===== src/rtl/core/tdcp_pkg.sv =====
// Shared types and character constants for the tagged decimal channel parser.
`default_nettype none

package tdcp_pkg;

	localparam int NUM_CH = 4;
	localparam int FRAME_BYTES_DEF = 20;
	localparam int VAL_W = 32;
	localparam int OFS_W = 16;

	typedef logic [7:0] byte_t;
	typedef logic signed [VAL_W-1:0] value_t;
	typedef logic signed [OFS_W-1:0] offset_t;
	typedef logic [NUM_CH-1:0] ch_mask_t;

	localparam offset_t OFFSET_RESET = 16'sd126;

	// tag bases: channel k opens on OPEN_TAG_A + k, closes on CLOSE_TAG_A + k
	localparam byte_t OPEN_TAG_A  = 8'h41;
	localparam byte_t CLOSE_TAG_A = 8'h61;
	localparam byte_t CHAR_MINUS  = 8'h2D;
	localparam byte_t CHAR_ZERO   = 8'h30;

endpackage

`default_nettype wire


===== src/rtl/core/tdcp_byte_if.sv =====
// Byte input channel: valid/ready handshake carrying one received byte.
`default_nettype none

interface tdcp_byte_if
	import tdcp_pkg::*;
();
	logic  valid;
	logic  ready;
	byte_t rx_byte;

	modport source (output valid, output rx_byte, input ready);
	modport sink (input valid, input rx_byte, output ready);
endinterface

`default_nettype wire


===== src/rtl/core/tdcp_result_if.sv =====
// Result channel: valid/ready handshake carrying the four held values and update mask.
`default_nettype none

interface tdcp_result_if
	import tdcp_pkg::*;
();
	logic     valid;
	logic     ready;
	value_t   value_a;
	value_t   value_b;
	value_t   value_c;
	value_t   value_d;
	ch_mask_t updated_mask;

	modport source (output valid, output value_a, output value_b, output value_c,
		output value_d, output updated_mask, input ready);
	modport sink (input valid, input value_a, input value_b, input value_c,
		input value_d, input updated_mask, output ready);
endinterface

`default_nettype wire


===== src/rtl/core/tagged_decimal_channel_parser.sv =====
// Tagged decimal channel parser: frames of serial bytes into four held channel values.
//
// Usage:
//  - rx (sink): one serial byte per word. Bytes are grouped in frames of
//    FRAME_BYTES words. Tags A..D open channels, a..d close them; bytes in
//    between are parsed as signed decimal (value*10 + byte - '0').
//  - result (source): one word per frame, issued after the frame's last
//    byte, carrying all four held values and a mask of channels updated.
//  - cfg_we/cfg_wdata: value_offset, added to every parsed value. Write it
//    only while no frame is in progress.
// Timing: a byte is held in the input register; the frame state is updated
// as it leaves, and a frame's result word is registered as its last byte
// leaves. One byte per cycle is sustained unless a last byte stalls; the
// only loop is the per-channel accumulate (shift-add by ten) on frame state.
// Stall: the held values double as the result register, so while a result
// waits, bytes keep flowing until the next frame's last byte reaches the
// input register; that byte then waits, and rx.ready drops, until the
// pending result is taken.
// Reset: all frame state, held values and valids clear; offset returns
// to 126. No clearing pass.
`default_nettype none

module tagged_decimal_channel_parser
	import tdcp_pkg::*;
#(
	parameter int FRAME_BYTES = FRAME_BYTES_DEF
) (
	input  wire logic    clk,
	input  wire logic    arst_n,
	input  wire logic    cfg_we,
	input  wire offset_t cfg_wdata,
	tdcp_byte_if.sink    rx,
	tdcp_result_if.source result
);

	localparam int POS_W = (FRAME_BYTES > 2) ? $clog2(FRAME_BYTES) : 1;
	localparam logic [POS_W-1:0] POS_LAST = POS_W'(FRAME_BYTES - 1);

	// configuration
	offset_t offset_q;

	// input register stage
	logic  valid_s1;
	byte_t byte_s1;

	// frame state
	logic [POS_W-1:0] pos_q;
	ch_mask_t         opened_q, closed_q, has_q, neg_q;
	value_t           acc_q [NUM_CH];

	// held values, also the result register
	value_t   held_q [NUM_CH];
	ch_mask_t mask_q;
	logic     res_valid_q;

	// next-state values
	ch_mask_t opened_n, closed_n, has_n, neg_n;
	value_t   acc_n  [NUM_CH];
	value_t   held_n [NUM_CH];

	logic last_s1;
	logic advance;
	value_t offset_ext;

	assign last_s1    = (pos_q == POS_LAST);
	// the last byte of a frame may only leave once the result register is free
	assign advance    = valid_s1 && (!last_s1 || !res_valid_q || result.ready);
	assign rx.ready   = !valid_s1 || advance;
	assign offset_ext = VAL_W'(offset_q);

	// per-channel byte handling, all four channels in parallel
	always_comb begin
		byte_t  open_tag;
		byte_t  close_tag;
		value_t digit;
		value_t signed_v;
		opened_n = opened_q;
		closed_n = closed_q;
		has_n    = has_q;
		neg_n    = neg_q;
		for (int ch = 0; ch < NUM_CH; ch++) begin
			open_tag  = OPEN_TAG_A + 8'(ch);
			close_tag = CLOSE_TAG_A + 8'(ch);
			digit     = value_t'({24'd0, byte_s1}) - value_t'({24'd0, CHAR_ZERO});
			acc_n[ch] = acc_q[ch];
			if (byte_s1 == open_tag) begin
				opened_n[ch] = 1'b1;
			end else if (byte_s1 == close_tag) begin
				closed_n[ch] = 1'b1;
			end else if (opened_q[ch] && !closed_q[ch]) begin
				if (last_s1) begin
					// still open at frame end: drop what was collected
					has_n[ch] = 1'b0;
					neg_n[ch] = 1'b0;
					acc_n[ch] = '0;
				end else if (!has_q[ch] && byte_s1 == CHAR_MINUS) begin
					has_n[ch] = 1'b1;
					neg_n[ch] = 1'b1;
				end else begin
					has_n[ch] = 1'b1;
					acc_n[ch] = (acc_q[ch] <<< 3) + (acc_q[ch] <<< 1) + digit;
				end
			end
			// only used on the last byte, where the accumulator is not stepped
			signed_v   = neg_q[ch] ? -acc_q[ch] : acc_q[ch];
			held_n[ch] = has_n[ch] ? signed_v + offset_ext : held_q[ch];
		end
	end

	always_ff @(posedge clk or negedge arst_n) begin
		if (!arst_n) begin
			offset_q <= OFFSET_RESET;
		end else if (cfg_we) begin
			offset_q <= cfg_wdata;
		end
	end

	always_ff @(posedge clk or negedge arst_n) begin
		if (!arst_n) begin
			valid_s1 <= 1'b0;
		end else if (rx.ready) begin
			valid_s1 <= rx.valid;
		end
	end

	always_ff @(posedge clk) begin
		if (rx.ready && rx.valid) begin
			byte_s1 <= rx.rx_byte;
		end
	end

	always_ff @(posedge clk or negedge arst_n) begin
		if (!arst_n) begin
			pos_q       <= '0;
			opened_q    <= '0;
			closed_q    <= '0;
			has_q       <= '0;
			neg_q       <= '0;
			mask_q      <= '0;
			res_valid_q <= 1'b0;
			for (int ch = 0; ch < NUM_CH; ch++) begin
				acc_q[ch]  <= '0;
				held_q[ch] <= '0;
			end
		end else begin
			if (result.valid && result.ready) begin
				res_valid_q <= 1'b0;
			end
			if (advance) begin
				if (last_s1) begin
					// frame done: publish and start over
					pos_q       <= '0;
					opened_q    <= '0;
					closed_q    <= '0;
					has_q       <= '0;
					neg_q       <= '0;
					mask_q      <= has_n;
					res_valid_q <= 1'b1;
					for (int ch = 0; ch < NUM_CH; ch++) begin
						acc_q[ch]  <= '0;
						held_q[ch] <= held_n[ch];
					end
				end else begin
					pos_q    <= pos_q + 1'b1;
					opened_q <= opened_n;
					closed_q <= closed_n;
					has_q    <= has_n;
					neg_q    <= neg_n;
					for (int ch = 0; ch < NUM_CH; ch++) begin
						acc_q[ch] <= acc_n[ch];
					end
				end
			end
		end
	end

	assign result.valid        = res_valid_q;
	assign result.value_a      = held_q[0];
	assign result.value_b      = held_q[1];
	assign result.value_c      = held_q[2];
	assign result.value_d      = held_q[3];
	assign result.updated_mask = mask_q;

endmodule

`default_nettype wire


===== src/flat_wrapper.sv =====
// flat-port wrapper written by rule: the top's interface ports become plain ports
module tagged_decimal_channel_parser_flat import tdcp_pkg::*;
#(
	parameter int FRAME_BYTES = FRAME_BYTES_DEF
)
  (clk, arst_n, cfg_we, cfg_wdata, rx_valid, rx_rx_byte, rx_ready, result_valid, result_value_a, result_value_b, result_value_c, result_value_d, result_updated_mask, result_ready);
  tdcp_byte_if rx_i ();
  tdcp_result_if result_i ();
  input  wire logic clk;
  input  wire logic arst_n;
  input  wire logic cfg_we;
  input  wire offset_t cfg_wdata;
  input wire logic [$bits(rx_i.valid)-1:0] rx_valid;
  input wire logic [$bits(rx_i.rx_byte)-1:0] rx_rx_byte;
  output wire logic [$bits(rx_i.ready)-1:0] rx_ready;
  output wire logic [$bits(result_i.valid)-1:0] result_valid;
  output wire logic [$bits(result_i.value_a)-1:0] result_value_a;
  output wire logic [$bits(result_i.value_b)-1:0] result_value_b;
  output wire logic [$bits(result_i.value_c)-1:0] result_value_c;
  output wire logic [$bits(result_i.value_d)-1:0] result_value_d;
  output wire logic [$bits(result_i.updated_mask)-1:0] result_updated_mask;
  input wire logic [$bits(result_i.ready)-1:0] result_ready;
  assign rx_i.valid = rx_valid;
  assign rx_i.rx_byte = rx_rx_byte;
  assign rx_ready = rx_i.ready;
  assign result_valid = result_i.valid;
  assign result_value_a = result_i.value_a;
  assign result_value_b = result_i.value_b;
  assign result_value_c = result_i.value_c;
  assign result_value_d = result_i.value_d;
  assign result_updated_mask = result_i.updated_mask;
  assign result_i.ready = result_ready;
  tagged_decimal_channel_parser #(.FRAME_BYTES(FRAME_BYTES)) u_core (.clk(clk), .arst_n(arst_n), .cfg_we(cfg_we), .cfg_wdata(cfg_wdata), .rx(rx_i), .result(result_i));
endmodule

===== config.mk =====
export PLATFORM = sky130hd
export DESIGN_NAME = tagged_decimal_channel_parser_flat
export DESIGN_NICKNAME = d
export VERILOG_FILES = /design/src/rtl/core/tdcp_pkg.sv /design/src/rtl/core/tdcp_byte_if.sv /design/src/rtl/core/tdcp_result_if.sv /design/src/rtl/core/tagged_decimal_channel_parser.sv /design/src/flat_wrapper.sv
export SDC_FILE = /design/constraint.sdc
export NUM_CORES = 1
export LEC_CHECK = 0
export BUFFER_PORTS_ARGS = -buffer_cell sky130_fd_sc_hd__buf_2
export CELL_PAD_IN_SITES_DETAIL_PLACEMENT = 0
export CELL_PAD_IN_SITES_GLOBAL_PLACEMENT = 1
export CORE_MARGIN = 4
export CORE_UTILIZATION = 53
export CTS_BUF_LIST = sky130_fd_sc_hd__clkbuf_8
export CTS_CLUSTER_SIZE = 25
export DETAILED_ROUTE_END_ITERATION = 12
export PLACE_DENSITY_LB_ADDON = 0.1
export SLEW_MARGIN = 20
export SYNTH_ARGS = -nofsm -noshare
export SYNTH_HDL_FRONTEND = slang
export SYNTH_SLANG_ARGS = --single-unit

===== constraint.sdc =====
create_clock -name clk -period 31 [get_ports clk]
set_input_delay 6.2 -clock clk [delete_from_list [all_inputs] [get_ports clk]]
set_output_delay 6.2 -clock clk [all_outputs]
set_load 0.01 [all_outputs]

# --- After elaboration in Yosys (flattened, before gate mapping) ---
# Index checks and enable logic that the tools add are counted.
totals:
  input_bits: 29
  register_bits: 307
  rom_bits: 0
  ramBits: 0
  latchBits: 0
  memories: 0
  word_cells: 199
  out_inout_bits: 134
classes:
  eq_ne: 22
  bitwise: 0
  muxes: 70
  n_reduce_logical: 62
  order_cmp: 0
  n_addsub: 18
  shift: 0
  div: 0
  mul: 0
ops:
  columns: ["op", "n"]
  rows:
  - ["32-bit 2-to-1 mux", 20]
  - ["32-bit adder", 8]
  - ["32-bit by 16-bit adder with 32-bit output", 4]
  - ["128-bit 2-to-1 mux", 1]
  - ["32-bit negator", 4]
  - ["8-bit by 7-bit == test with 1-bit output, second input constant", 8]
  - ["1-bit 2-to-1 mux", 44]
  - ["5-bit AND reduction", 8]
  - ["2-bit nonzero test", 16]
  - ["2-bit by 1-bit inequality test with 1-bit output, second input constant", 12]
  - ["3-bit AND reduction", 8]
  - ["4-bit 2-to-1 mux", 4]
  - ["1-bit logical AND", 11]
  - ["1-bit logical NOT", 11]
  - ["2-bit AND reduction", 5]
  - ["8-bit by 6-bit subtractor with 9-bit output, second input constant", 1]
  - ["8-bit by 6-bit == test with 1-bit output, second input constant", 1]
  - ["5-bit by 1-bit adder with 5-bit output, second input constant", 1]
  - ["5-bit == test, second input constant", 1]
  - ["5-bit 2-to-1 mux", 1]
  - ["1-bit logical OR", 3]

# --- Longest topological paths before layout ---
# Gate-level depths: netlist of run 1.
depth:
  word_depth: 7
  depth_mapped: 20
  mapped_depth_nobuf: 20

# --- Worst setup path before layout of run 1 ---
# OpenSTA, ideal clock, no wires.
synth_timing:
  kind: "register -> register"
  start: "register u_core.byte_s1[4]"
  end: "register u_core.acc_q[95] (netlist bit)"
  path_stages_with_launch: 17
  setup_time_ns: 0.134
  n_path_buf: 1
  t_required_ns: 30.866
  synth_period_minus_slack_ns: 13.390
  path_slack_ns: 17.610
  arrival_ns: 13.255
  cell_sequence: "edfxtp_1 > ha_1 > nor3_1 > fa_1 > ha_1 > clkbuf_1 > a2111oi_0 > o21ai_0 > o21a_1 > nand2b_1 > nand3_1 > o2111ai_1 > a21oi_1 > or4_1 > a31oi_1 > xnor2_1 > o21ai_0"
synth_via:
  elab_chain_cells: 7
  elab_cells_between_ends: 15
  classes_between: "add/sub (2); eq/ne (6); mux (5); reduce/logical (2)"
synth_lines:
  columns: ["element", "line", "text"]
  rows:
  - ["start: declaration", "tagged_decimal_channel_parser.sv:44", "byte_t byte_s1;"]
  - ["start signal: assignment", "tagged_decimal_channel_parser.sv:128", "byte_s1 <= rx.rx_byte;"]
  - ["8-bit by 6-bit subtractor with 9-bit output", "tagged_decimal_channel_parser.sv:84", "digit = value_t'({24'd0, byte_s1}) - value_t'({24'd0, CHAR_ZERO});"]
  - ["32-bit adder", "tagged_decimal_channel_parser.sv:101", "acc_n[ch] = (acc_q[ch] <<< 3) + (acc_q[ch] <<< 1) + digit;"]
  - ["32-bit 2-to-1 mux", "tagged_decimal_channel_parser.sv:96", "end else if (!has_q[ch] && byte_s1 == CHAR_MINUS) begin"]
  - ["32-bit 2-to-1 mux", "tagged_decimal_channel_parser.sv:90", "end else if (opened_q[ch] && !closed_q[ch]) begin"]
  - ["32-bit 2-to-1 mux", "tagged_decimal_channel_parser.sv:88", "end else if (byte_s1 == close_tag) begin"]
  - ["32-bit 2-to-1 mux", "tagged_decimal_channel_parser.sv:86", "if (byte_s1 == open_tag) begin"]
  - ["128-bit 2-to-1 mux", "tagged_decimal_channel_parser.sv:150", "if (last_s1) begin"]
  - ["end signal: indexed assignment", "tagged_decimal_channel_parser.sv:170", "acc_q[ch] <= acc_n[ch];"]
  - ["end: declaration", "tagged_decimal_channel_parser.sv:49", "value_t acc_q [NUM_CH];"]
# Parallel ways exist; a longest one is shown, timed or not. The select of a mux whose other input is x is not followed.
# A chain may end at the register's enable or synchronous reset.

# --- Worst setup path in the final report of run 1 ---
layout_timing:
  start: "input port result_ready"
  end: "output port rx_ready"
layout_via:
  elab_chain_cells: 3
layout_lines:
  columns: ["element", "line", "text"]
  rows:
  - ["start: declaration", "flat_wrapper.sv:22", "input wire logic [$bits(result_i.ready)-1:0] result_ready;"]
  - ["1-bit logical OR", "tagged_decimal_channel_parser.sv:67", "assign advance = valid_s1 && (!last_s1 || !res_valid_q || result.ready);"]
  - ["1-bit logical AND", "tagged_decimal_channel_parser.sv:67", null]
  - ["1-bit logical OR", "tagged_decimal_channel_parser.sv:68", "assign rx.ready = !valid_s1 || advance;"]
  - ["end: declaration", "flat_wrapper.sv:15", "output wire logic [$bits(rx_i.ready)-1:0] rx_ready;"]
# Every way passes these cells.

==> results of run 1 <==
## tightest hold or removal path, delay by kind of cell (launching register included)
kind,cells,cell delay [ns]
flops,1,0.34
simple gates,1,0.04
compound gates,1,0.06
## power breakdown
| group | leakage [nW] | internal, mW | switching [mW] |
|---|---|---|---|
| Clock | 0.726 | 0.263 | 0.190 |
| Sequential | 4.03 | 0.489 | 0.191 |
| Combinational | 10.0 | 0.949 | 1.22 |
## through the flow
| stage | hold slack, ns | power [mW] |
|---|---|---|
| 6_report | 0.474 | 3.31 |
| 4_1_cts | 0.478 | 3.31 |
| 2_1_floorplan | 0.454 | 2.33 |
| 5_1_grt | 0.498 | 3.63 |
| 3_3_place_gp | 0.446 | 2.79 |
| 3_5_place_dp | 0.465 | 2.84 |
## placed cells by master, fill, tap and decap left out, drive strengths merged, types with 30 or more instances in the layout
| cell type | n |
|---|---|
| nand2 | 387 |
| o21ai | 347 |
| dfrtp | 293 |
| ha | 256 |
| xnor2 | 240 |
| a21oi | 210 |
| buf | 179 |
| nor2 | 150 |
| inv | 136 |
| a21o | 127 |
| fa | 120 |
| xor2 | 103 |
| clkbuf | 77 |
| o31ai | 62 |
| nand3 | 49 |
| nand4 | 42 |
| nor3 | 38 |
| nand2b | 36 |
| mux2 | 33 |
| o21bai | 30 |
| or3 | 30 |
## worst paths after layout
path	from	to	slack (ns)	depth (start not counted)
min in group asynchronous	arst_n	u_core.result.value_b[17]	5.51	1
min reg2reg	u_core.result.value_d[11]	u_core.result.value_d[11]	0.47	2
max	result_ready	rx_ready	17.97	4
min	u_core.result.value_d[11]	u_core.result.value_d[11]	0.47	2
max in group asynchronous	arst_n	u_core.acc_q[57]	23.08	3
max reg2reg	u_core.byte_s1[4]	u_core.acc_q[95]	24.88	17
## Yosys cell counts, drive strengths merged (5+ instances only)
library cell	number	area (sq um)
a32o	5	50.1
nand3b	10	75.1
xnor2	240	2100
o41ai	18	165
a211o	7	61.3
o21ai	347	1740
ha	256	3200
nand2b	36	225
a41oi	5	43.8
nand3	49	245
a21oi	210	1050
a22o	25	219
o211ai	12	90.1
and4	7	61.3
nor2b	25	156
o21bai	30	225
dfrtp	293	7330
fa	120	2400
or3	30	193
and2	9	56.3
nand4	42	263
a21o	127	953
a221oi	5	43.8
nor3	38	190
nor2	150	563
nor4	9	56.3
nand2	387	1450
a211oi	19	143
o21a	25	188
or4	20	158
nand4b	5	43.8
and3	13	81.3
a2111oi	6	52.6
edfxtp	8	240
mux2	33	372
inv	122	458
o221ai	6	52.6
dfstp	6	158
a31oi	27	169
or2	19	121
xor2	103	902
clkbuf	99	372
o31ai	62	503
## routing by layer
| layer | track usage [%] | vias up | wire, um |
|---|---|---|---|
| met2 | 41.9 | 477 | 34300 |
| met3 | 3.03 | 90 | 2910 |
| met4 | 5.59 | 0 | 1510 |
| li1 | - | 11400 | - |
| met5 | 0 | - | 0 |
| met1 | 38.1 | 11300 | 35900 |
## layout make-up
type                    count  area, sq um
repair buffers            179          948
clock inverters            28          258
flip-flops and latches    307         7730
well taps                 680          851
inverters                 122          458
diodes                      1         2.50
fillers                  4623        21000
multi-input cells        2586        19200
clock buffers              77         1060
## state kept, by name, indices dropped and copies added, names as in the netlist, 4 cells and up
register,flops
u_core.result.value_c,32
u_core.acc_q,128
u_core.result.updated_mask,4
u_core.result.value_d,32
u_core.has_q,4
u_core.neg_q,4
u_core.offset_q,16
u_core.opened_q,4
u_core.result.value_a,32
u_core.byte_s1,8
u_core.closed_q,4
u_core.result.value_b,32
u_core.pos_q,5
## kinds of logic (layout without fill, tap and decap cells)
family	after synthesis	in the layout	share of synthesized area, %
AOI/OAI and AO/OA	973	973	22.0
xor gates and xnor gates	343	343	10.9
adders and majority gates	376	376	20.2
buffers and inverters	225	406	3.06
DFF	307	307	27.9
muxes	37	37	1.49
other	0	1	0
and+or+nand+nor	857	857	14.5
==> results.md, run 1 <==
- Routed wire per std cell: 18.7 um
- Placed Cells: 3874
- Post-CTS Setup Bufs: 0
- Slew Limit Fails: 0
- Total GRT Usage: 26.0%
- Startpoint types: primary input
- Setup crit end kind: primary output
- PD cells: 109 nW/um^2
- Initial Utilization: 53.7%
- Avg Inst Size Synth: 8.88 sq um
- TNS Setup: 0 ns
- Fin crit period: 13.03 ns
- Pre-CTS setup slack: 17.97 ns
- Final Cycle Share: 42.0%
- Clock buffer depth: 3
- CTS tree: done
- Seq cells post-synth: 307
- H-Tree Depth: 2
- Antenna violations before repair: 2
- Layout cells sized above 1: 10.7%
- Die extent in x: 237 um
- Clk Latency, worst-skew pair: 0.67 ns
- RSZ-0062 raised after global routing: false
- Die area: 56000 sq um
- Critical Path Slowest Stage Cell: nor2b_1
- CP Cell Sequence: buf_2 -> nor2b_1 -> nand3_1 -> buf_2
- Setup Skew: 0.0344 ns
- Largest net degree at the start of global routing: 91
- Status: completed
- # port buffers: 162
- Cell family with most CP delay: simple AND/OR/NAND/NOR gates
- Vias in the first global route: 22.5k
- Most common cell on crit path: buf_2
- Seq/Total Area, Yosys: 27.9%
- Peak VDD IR: 0.0489 mV
- Placed cell areas: 29100 sq um
- Final nets: 3657
- Cells after Synth: 3118
- Vias/cell: 5.86
- Dominant synthesized flop cell: dfrtp_1
- Asr flop ratio synth: 97.4%
- Final Hold Vio Count: 0
- First-pass GRT wire length: 120000 um
- Maximum net fanout on the critical path: 3
- Worst-Margin Slew: 1.02 ns
- Routed Antenna Nets: 0
- Worst Path Buf+Inv: 2
- Critical path arrival: 6.83 ns
- Gp weighted congestion: 0.888
- Layout Cells excl Fill: 3980
- Final worst slack: 17.97 ns
- Die height: 237 um
- DPL Wire Length: 56800 um
- Setup CP Type: primary input to primary output
- Endpoints failing setup: 0
- Total CTS buffers: 56
- Max_cap viols: 0
- Post-CTS Hold Buffers: 0
- Post-synth EDFFs: 8
- Clock transition at the registers of the reported paths: 0.06 ns
- Warnings, synthesis: 0
- F_max: 76.7 MHz
- Core box area: 51500 sq um
- Finished Core Util: 59.1%
- Area growth syn-to-layout: 10.0%
- Synth Cell Area: 27700 sq um
- I/O Pins: 163
- # DRC: 0
- First-pass iteration count of the detailed router: 6
- Max_slew headroom: 31.5%
- Data required time of the worst path: 24.80 ns
- Max incr delay on CP: 0.20 ns
- Clock root buffer: clkbuf_8
- HP Class: flip-flop to flip-flop
- Leak pwr: 14.8 nW
- Num Clock Sinks: 307
- FP Rows: 83
- Post-Layout Inst Area: 30500 sq um
- Yosys cell types: 78
- Post-CTS sizing: 0
- Via count: 23.3k
- Drt total wl: 74600 um
- DR iter-0 viols: 1456
- Mapped Nets: 3523
- Total grt overflow: 0
No activity file was read; power rests on OpenSTA's default activity.
==> run 2: changes to the inputs <==
Settings changed: CORE_UTILIZATION 53 to 45.
Clock period 31 ns to 11.55 ns, I/O delays scaled along.
==> results.md, run 2 (synthesis results as in run 1) <==
- Leak pwr: 14.8 nW
- Drt total wl: 77800 um
- Setup crit end kind: flip-flop
- HP Class: flip-flop to flip-flop
- Largest net degree at the start of global routing: 98
- Die area: 65500 sq um
- First-pass iteration count of the detailed router: 5
- Global route hottest layer: met2
- Antenna violations before repair: 5
- Initial Utilization: 45.7%
- Final Hold Vio Count: 0
- Total power: 8.89 mW
- Post-CTS sizing: 0
- Die extent in x: 256 um
- GR Util met3: 2.72%
- Max_slew headroom: 28.7%
- FP Rows: 90
- PD cells: 291 nW/um^2
- RSZ-0062 raised after global routing: false
- Post-CTS Setup Bufs: 0
- Peak VDD IR: 0.130 mV
- First-pass GRT wire length: 126000 um
- CTS tree: done
- Clock root buffer: clkbuf_8
- Fin crit period: 5.50 ns
- Worst-Margin Slew: 1.07 ns
- Maximum net fanout on the critical path: 48
- Slew Limit Fails: 0
- Grt met2 use: 37.2%
- Routed wire per std cell: 19.0 um
- # port buffers: 162
- # DRC: 0
- Startpoint types: flip-flop
- Final Cycle Share: 47.6%
- Most frequent cells in the layout: nand2_1, o21ai_0, dfrtp_1, ha_1, xnor2_1
- Clock transition at the registers of the reported paths: 0.06 ns
- Clk Latency, worst-skew pair: 0.69 ns
- Area growth syn-to-layout: 10.3%
- F_max: 182 MHz
- Setup CP Type: flip-flop to flip-flop
- Total grt overflow: 0
- Commonest non-fill, non-tap cell in the layout: nand2_1
- Max_cap viols: 0
- Gp weighted congestion: 0.870
- Data required time of the worst path: 12.06 ns
- Setup Skew: 0.0365 ns
- Critical path arrival: 6.01 ns
- Top reg by flops: u_core.acc_q
- Vias in the first global route: 23.2k
- Routed Antenna Nets: 0
- Status: completed
- DR iter-0 viols: 1414
- TNS Setup: 0 ns
- DPL Wire Length: 59400 um
- Core box area: 60600 sq um
- Endpoints failing setup: 0
- Largest register FFs: 128
- Final nets: 3661
- Post-CTS Hold Buffers: 0
- Worst hold-check slack: 0.477 ns
- Total CTS buffers: 59
- Layout cells sized above 1: 10.6%
- Total GRT Usage: 23.3%
- Clock buffer depth: 3
- Vias/cell: 5.70
- Num Clock Sinks: 307
- Met1 Use GR: 34.1%
- I/O Pins: 163
- H-Tree Depth: 2
- Die height: 256 um
- Via count: 23.3k
## run 2: cell types whose count changed in the layout (fill, tap and decap cells not counted), sizes merged
cell      change
clkinvlp      +2
clkinv        +1
bufinv        -1
inv           +8
buf           +1
clkbuf        -5
## run 2: area by class of cell
class,count,area [sq um]
Fill cell,5830,30000
Inverter,122,458
Multi-Input combinational cell,2586,19200
Clock buffer,72,991
Antenna cell,1,2.50
Tap cell,782,978
Clock inverter,38,273
Timing Repair Buffer,180,956
Sequential cell,307,7730
## run 2: critical path, stage by stage, from the launching register on
cell and delay (ns):
edfxtp_1 0.58, ha_1 0.34, nor3_4 0.16, buf_4 0.68
fa_1 0.55, ha_1 0.36, a21oi_1 0.25, a21oi_1 0.10
a31o_2 0.25, a2111oi_0 0.77, o21ai_0 0.27, a21o_1 0.23
a21o_1 0.19, a21o_1 0.18, a21oi_1 0.17, xor2_1 0.16
o21ai_0 0.09
## run 2: metrics by stage
stage               setup WS [ns]  util (%)  area [sq um]  cells
floorplan                    2.34         -         27700   3118
finish                       6.05      50.4         30500   4088
global route                 5.86      50.4         30500   4088
CTS                          6.07      50.4         30500   4087
global placement             6.09      48.3         29300   3977
detailed placement           6.08      48.3         29300   3977
## run 2: worst paths after layout
path | from | to | slack (ns) | cells after the start
max | u_core.byte_s1[4] | u_core.acc_q[121] | 6.05 | 16
min | u_core.result.value_c[31] | u_core.result.value_c[31] | 0.48 | 2
max reg2reg | u_core.byte_s1[4] | u_core.acc_q[121] | 6.05 | 16
min reg2reg | u_core.result.value_c[31] | u_core.result.value_c[31] | 0.48 | 2
max in group asynchronous | arst_n | u_core.acc_q[117] | 8.42 | 2
min in group asynchronous | arst_n | u_core.acc_q[86] | 1.63 | 1
## run 2: where the power goes
part           leakage [nW]  total (mW)  internal (mW)  switching [mW]
registers              4.03        1.83           1.31           0.521
logic                  10.0        5.89           2.55            3.34
clock network         0.723        1.16          0.651           0.514
## run 2: routing by layer
metal  vias up  part of all wire, %
li1      11500                    -
met1     11300                   49
met2       451                   45
met3        92                  4.2
met4         0                  1.9
met5         -                    0
